File: config.mk
export PLATFORM = sky130hd
export DESIGN_NAME = sat_ctrl
export DESIGN_NICKNAME = d
export VERILOG_FILES = /design/src/rtl/sat_pkg.sv /design/src/rtl/sat_ctrl.sv
export SDC_FILE = /design/constraint.sdc
export NUM_CORES = 1
export LEC_CHECK = 0
export BUFFER_PORTS_ARGS = -buffer_cell sky130_fd_sc_hd__buf_2
export CAP_MARGIN = 20
export CORE_AREA = 3 3 40 42
export DETAILED_ROUTE_END_ITERATION = 10
export DIE_AREA = 0 0 43 45
export PLACE_DENSITY = 0.56
export SYNTH_ARGS = -nofsm -noshare
export SYNTH_HDL_FRONTEND = slang
export SYNTH_SLANG_ARGS = --single-unit
File: constraint.sdc
create_clock -name clk -period 1.8 [get_ports clk]
set_input_delay 0.27 -clock clk [delete_from_list [all_inputs] [get_ports clk]]
set_output_delay 0.27 -clock clk [all_outputs]
set_load 0.02 [all_outputs]
File: src/rtl/sat_pkg.sv
`default_nettype none
package sat_pkg;
  localparam int MAX_ROWS = 1024;
  localparam int MAX_COLS = 2048;
  localparam int MAX_DEGREE = 32;
  localparam int RW = $clog2(MAX_ROWS);
  localparam int CW = $clog2(MAX_COLS);
  localparam int DPW = $clog2(MAX_DEGREE);
  localparam int DW = $clog2(MAX_DEGREE + 1);
  localparam int RLW = RW + DPW;
  localparam int CLW = CW + DPW;

  localparam logic [0:0] CFG_ROWS = 1'b0;
  localparam logic [0:0] CFG_COLS = 1'b1;

  localparam logic CMD_ADD = 1'b0;
  localparam logic CMD_REMOVE = 1'b1;

  typedef enum logic [2:0] {
    ST_OK = 3'd0,
    ST_COL_RANGE = 3'd1,
    ST_ROW_RANGE = 3'd2,
    ST_DUP_ROW = 3'd3,
    ST_DUP_COL = 3'd4,
    ST_ABSENT = 3'd5,
    ST_ONE_SIDED = 3'd6,
    ST_FULL = 3'd7
  } status_t;

  typedef enum logic [2:0] {
    S_CLEAR,
    S_IDLE,
    S_DEG,
    S_SCAN,
    S_LAST,
    S_WRITE,
    S_PEAK,
    S_OUT
  } state_t;

  typedef struct packed {
    logic clear;
    logic load;
    logic read_deg;
    logic scan_start;
    logic scan_step;
    logic read_last;
    logic commit;
    logic peak;
    logic out_valid;
  } ctl_t;

  typedef struct packed {
    logic clear_done;
    logic range_bad;
    logic scan_done;
    logic out_taken;
  } sts_t;
endpackage
`default_nettype wire

File: src/rtl/sat_ctrl.sv
`default_nettype none
module sat_ctrl (
  input  wire logic clk,
  input  wire logic rst,
  input  wire logic in_fire,
  input  wire sat_pkg::sts_t sts,
  output sat_pkg::ctl_t ctl,
  output logic idle
);
  import sat_pkg::*;

  state_t state, state_next;

  always_ff @(posedge clk) begin
    if (rst) state <= S_CLEAR;
    else state <= state_next;
  end

  always_comb begin
    state_next = state;
    case (state)
      S_CLEAR: if (sts.clear_done) state_next = S_IDLE;
      S_IDLE: if (in_fire) state_next = S_DEG;
      S_DEG: state_next = sts.range_bad ? S_OUT : S_SCAN;
      S_SCAN: if (sts.scan_done) state_next = S_LAST;
      S_LAST: state_next = S_WRITE;
      S_WRITE: state_next = S_PEAK;
      S_PEAK: state_next = S_OUT;
      S_OUT: if (sts.out_taken) state_next = S_IDLE;
      default: state_next = S_IDLE;
    endcase
  end

  always_comb begin
    ctl = '0;
    idle = 1'b0;
    case (state)
      S_CLEAR: ctl.clear = 1'b1;
      S_IDLE: begin
        idle = 1'b1;
        ctl.load = in_fire;
      end
      S_DEG: begin
        ctl.read_deg = 1'b1;
        ctl.scan_start = !sts.range_bad;
      end
      S_SCAN: ctl.scan_step = 1'b1;
      S_LAST: ctl.read_last = 1'b1;
      S_WRITE: ctl.commit = 1'b1;
      S_PEAK: ctl.peak = 1'b1;
      S_OUT: ctl.out_valid = 1'b1;
      default: ctl = '0;
    endcase
  end
endmodule
`default_nettype wire

==> results of run 1 <==
layer usage:
metal,track usage,routed length (um)
met2,0.0898,247
met5,0,0
met3,0.0598,101
met1,0.0959,300
met4,0.0361,0
worst paths after layout:
kind                            slack (ns)  endpoint  startpoint
worst max-delay path                  0.26    ctl[4]    state[2]
worst min register to register        0.63  state[1]    state[1]
worst max register to register        0.62  state[1]    state[2]
worst min-delay path                  0.25  state[1]         rst
cell usage after synthesis (all sizes together):
cell type	number
nor3b	2
mux2i	2
and3	2
nor3	4
a2bb2oi	1
nand2b	1
o21ai	1
nor4	3
dfxtp	3
and2	1
nor2	7
inv	1
nand2	2
buf	3
nand3	1
layout make-up:
| type | count | area, sq um |
|---|---|---|
| Sequential cell | 3 | 61.3 |
| Tap cell | 15 | 18.8 |
| Fill cell | 150 | 906 |
| Multi-Input combinational cell | 27 | 181 |
| Timing Repair Buffer | 17 | 87.6 |
| Inverter | 1 | 3.75 |
| Clock buffer | 4 | 26.3 |
metrics by stage:
| stage | setup slack, ns | util | area [sq um] | instances | hold slack (ns) |
|---|---|---|---|---|---|
| floorplan | 0.441 | - | 279 | 34 | 0.341 |
| global placement | 0.463 | 0.274 | 352 | 63 | 0.487 |
| detailed placement | 0.394 | 0.274 | 352 | 63 | 0.491 |
| CTS | 0.144 | 0.294 | 378 | 67 | 0.242 |
| global route | 0.134 | 0.295 | 379 | 67 | 0.247 |
| finish | 0.265 | 0.295 | 379 | 67 | 0.250 |
cell families (layout without fill, tap and decap cells):
kind of cell,Yosys count,after routing,synth area share
buf+inv,4,22,0.135
flops,3,3,0.215
mux,2,2,0.0718
simple gates,23,23,0.516
compound gates,2,2,0.0628
power by group:
| group | total (mW) | internal (mW) | switching [mW] |
|---|---|---|---|
| Clock | 0.115 | 0.0829 | 0.0323 |
| Combinational | 0.0889 | 0.0381 | 0.0508 |
| Sequential | 0.0881 | 0.0732 | 0.0149 |
| Total | 0.292 | 0.194 | 0.0980 |
==> flow_summary_export.csv, run 1 <==
group,metric,value,unit
status,outcome,"complete, no violations",
critical_path,end_kind,"output pin",
final_layout,final_common_cell,"buf_2",
sta,fin_crit_sh,0.853,
global_route,grt_overflow,0,
sta,finalSetupViolCount,0,
global_route,grt_pass1_vias,251,
sta,maxSlewViolCount,0,
clock_tree,cts_tree,"yes",
critical_path,critical_path.top_delay_family,"flip-flops",
final_layout,syn2layout_area_growth,35.9,%
pwr,power.total,292,uW
synthesis,ys_warn_count,0,
routing,viasPerCell,4.24,
critical_path,crit_chain,"nand2b_1, nor2_1, buf_2",
sta,finClkSkew,0.00383,ns
floorplanning,dieArea,1940,sq um
synthesis,yosysSeqAreaShare,0.215,
synthesis,synth_area_per_cell,8.21,sq um
sta,clock.fmax,0.651,GHz
routing,ant_nets,0,
final_layout,antenna_cells,0,
clock_tree,postCtsSetupBuffers,0,
placement,dp_hpwl,499,um
synthesis,ys_top_cells_by_area,"dfxtp_1, nor4_2, buf_6",
pwr,p_leak,0.186,nW
synthesis,syn_area,279,sq um
sta,final.min_clock_period,1.54,ns
pwr,ir_drop,0.000465,V
final_layout,largest_reg_flops,3,
floorplanning,io-pin-count,17,
hold_path,hold_depth,2,
critical_path,slowest_delay,0.56,ns
clock_tree,cts_resized,0,
synthesis,synth_cell_types,17,
global_route,antenna_found_initial,0,
floorplanning,die_w,43,um
sta,rsz0062_at_grt,"false",
critical_path,r2r_cells,3,
synthesis,yosysTopAreaCell,"dfxtp_1",
floorplanning,core,1280,sq um
critical_path,crit_cells,3,
clock_tree,clock_latency,0.23,ns
final_layout,drive_gt1_frac,0.519,
routing,wl_per_cell,9.70,um
run,max_cap_viol_count,0,
final_layout,nNetsFinal,60,
sta,tightest_slew,0.410,ns
placement,port_buffers,16,
placement,routabilityCongestion,0.723,
critical_path,crit_type,"flop to output pin",
hold_path,hp-class,"input port to flop",
sta,hold_viol_final,0,
global_route,grt_pass1_wl,1060,um
critical_path,cp.arrival,1.27,ns
critical_path,crit_buf_inv,1,
floorplanning,rows,13,
critical_path,cp.required,1.53,ns
final_layout,largest-register,"state",
synthesis,postSynthRegisterBits,3,
synthesis,synth_nets,41,
global_route,grt_use_total,0.0756,
synthesis,yosysTopAreaCellShare,0.215,
final_layout,reg_top3,"state: 3 flops",
clock_tree,cts_made_buffers,3,
routing,dr.pass1.iters,2,
critical_path,crit_fanout,12,
sta,slew_headroom,0.726,
synthesis,syn-instance-count,34,
clock_tree,htreeDepth,1,
clock_tree,cts.sinks,3,
critical_path,cp-start-kind,"flop",
clock_tree,holdBufCountCts,0,
sta,finalSetupTns,0,ns
routing,routed_wl,650,um
clock_tree,clockRootBuffer,"clkbuf_4",
critical_path,critPathSlowestCell,"dfxtp_1",
floorplanning,start_util,0.217,
routing,drtIter0Drc,3,
routing,drc,0,
floorplanning,die_h,45,um
routing,vias,284,
global_route,grt_max_degree,14,
final_layout,final_cell_mix,"buf_2, nor2_1, nor3_1, nor4_2, clkbuf_4",
clock_tree,cts_buffer_depth,2,
pwr,power_density,771,nW/um^2
clock_tree,path_clk_slew,0.03,ns
(Power assumes the default switching activity.)
==> inputs of run 2 (changes only) <==
PLACE_DENSITY = not set   (was 0.56)
PLACE_DENSITY_LB_ADDON = 0.3   (was not set)
==> flow_summary_export.csv, run 2 (synthesis results as in run 1) <==
group,metric,value,unit
placement,place_ws,0.418,ns
run,max_cap_viol_count,0,
placement,routabilityCongestion,0.639,
sta,finalSetupTns,0,ns
global_route,grt_overflow,0,
pwr,power_density,774,nW/um^2
sta,rsz0062_at_grt,"false",
critical_path,cp.required,1.53,ns
pwr,switching_share,0.337,
clock_tree,cts_buffer_depth,2,
final_layout,syn2layout_area_growth,35.4,%
final_layout,final_core_util,0.294,
hold_path,hold_depth,2,
pwr,p_leak,0.186,nW
critical_path,r2r_cells,3,
pwr,power_switching,98.6,uW
placement,dp_hpwl,522,um
final_layout,reg_top3,"state: 3 flops",
critical_path,timing.rr.start,"state[2]",
final_layout,design_area,378,sq um
clock_tree,cts_resized,0,
pwr,clkPwrFrac,0.394,
floorplanning,rows,13,
floorplanning,dieArea,1940,sq um
clock_tree,holdBufCountCts,0,
critical_path,cp.arrival,1.35,ns
routing,dr.pass1.iters,4,
sta,fin_hold_ws,0.254,ns
sta,hold_viol_final,0,
sta,tightest_slew,0.423,ns
global_route,grt_pass1_wl,1120,um
routing,viasPerCell,4.37,
clock_tree,clock_latency,0.23,ns
critical_path,crit_type,"flop to output pin",
sta,finalSetupViolCount,0,
routing,ant_nets,0,
global_route,grt_max_degree,14,
pwr,intPower,194,uW
final_layout,antenna_cells,0,
sta,clock.fmax,0.617,GHz
critical_path,end_kind,"output pin",
routing,wl_per_cell,10.1,um
sta,final.setup.worst_slack,0.179,ns
clock_tree,postCtsSetupBuffers,0,
floorplanning,die_w,43,um
final_layout,largest-register,"state",
clock_tree,htreeDepth,1,
clock_tree,cts_tree,"yes",
hold_path,hp-class,"input port to flop",
placement,dp.cells,63,
sta,finClkSkew,0.000415,ns
critical_path,cp-start-kind,"flop",
global_route,antenna_found_initial,0,
final_layout,final_common_cell,"buf_2",
final_layout,drive_gt1_frac,0.500,
final_layout,largest_reg_flops,3,
final_layout,final_cell_mix,"buf_2, nor2_1",
sta,fin_crit_sh,0.901,
hold_path,min_to,"state[0]",
final_layout,nNetsFinal,60,
pwr,p_comb_frac,0.320,
clock_tree,clockRootBuffer,"clkbuf_4",
global_route,grt_pass1_vias,266,
critical_path,r2r-end,"state[2]",
sta,slew_headroom,0.718,
final_layout,instances_no_fill,67,
pwr,power.total,292,uW
pwr,ir_drop,0.000182,V
sta,maxSlewViolCount,0,
status,outcome,"complete, no violations",
sta,final.min_clock_period,1.62,ns
floorplanning,io-pin-count,17,
critical_path,timing.reg2reg.setup_slack,0.59,ns
critical_path,startpoint,"state[1]",
placement,placed_area,352,sq um
global_route,grt_use_total,0.0799,
critical_path,crit_fanout,13,
floorplanning,die_h,45,um
routing,routed_wl,677,um
clock_tree,path_clk_slew,0.04,ns
hold_path,worstHoldStart,"rst",
routing,drtIter0Drc,7,
routing,drc,0,
clock_tree,cts.sinks,3,
pwr,p_seq_frac,0.286,
clock_tree,cts_made_buffers,3,
floorplanning,start_util,0.217,
placement,port_buffers,16,
floorplanning,core,1280,sq um
routing,vias,293,
run 2: worst max-delay path, cell delays in order (launching register included):
cell and delay (ns):
dfxtp_1 0.57, nand2b_1 0.21, nor3_1 0.16, buf_2 0.19
run 2: how the worst max path moves through the flow:
| stage | end | slack (ns) | depth (start not counted) |
|---|---|---|---|
| 2_1_floorplan | ctl[7] | 0.44 | 3 |
| 3_3_place_gp | ctl[5] | 0.46 | 3 |
| 3_5_place_dp | ctl[5] | 0.42 | 3 |
| 4_1_cts | ctl[5] | 0.17 | 3 |
| 5_1_grt | ctl[5] | 0.04 | 3 |
| 6_report | ctl[5] | 0.18 | 3 |
run 2: routing by layer:
metal  global-route usage  wire length (um)  vias up
met5                    0                 0        -
met3               0.0438                72        0
met4               0.0361                 0        0
met1               0.0889               315      125
met2                0.126               290       15
li1                     -                 -      153
run 2: final cells by class:
cell class / count / area (sq um)
fill: 161 / 907
sequential: 3 / 60.1
inverter: 1 / 3.75
tap: 15 / 18.8
multi-input combinational: 27 / 181
timing repair buffer: 17 / 87.6
clock buffer: 4 / 26.3
run 2: power by group through the flow:
| stage | clock network (mW) | logic (mW) | registers [mW] |
|---|---|---|---|
| 3_5_place_dp | 0 | 0.0946 | 0.0847 |
| 4_1_cts | 0.123 | 0.0948 | 0.0836 |
| 5_1_grt | 0.132 | 0.104 | 0.0849 |
| 2_1_floorplan | 0 | 0.0767 | 0.0805 |
| 6_report | 0.115 | 0.0935 | 0.0836 |
| 3_3_place_gp | 0 | 0.0940 | 0.0844 |
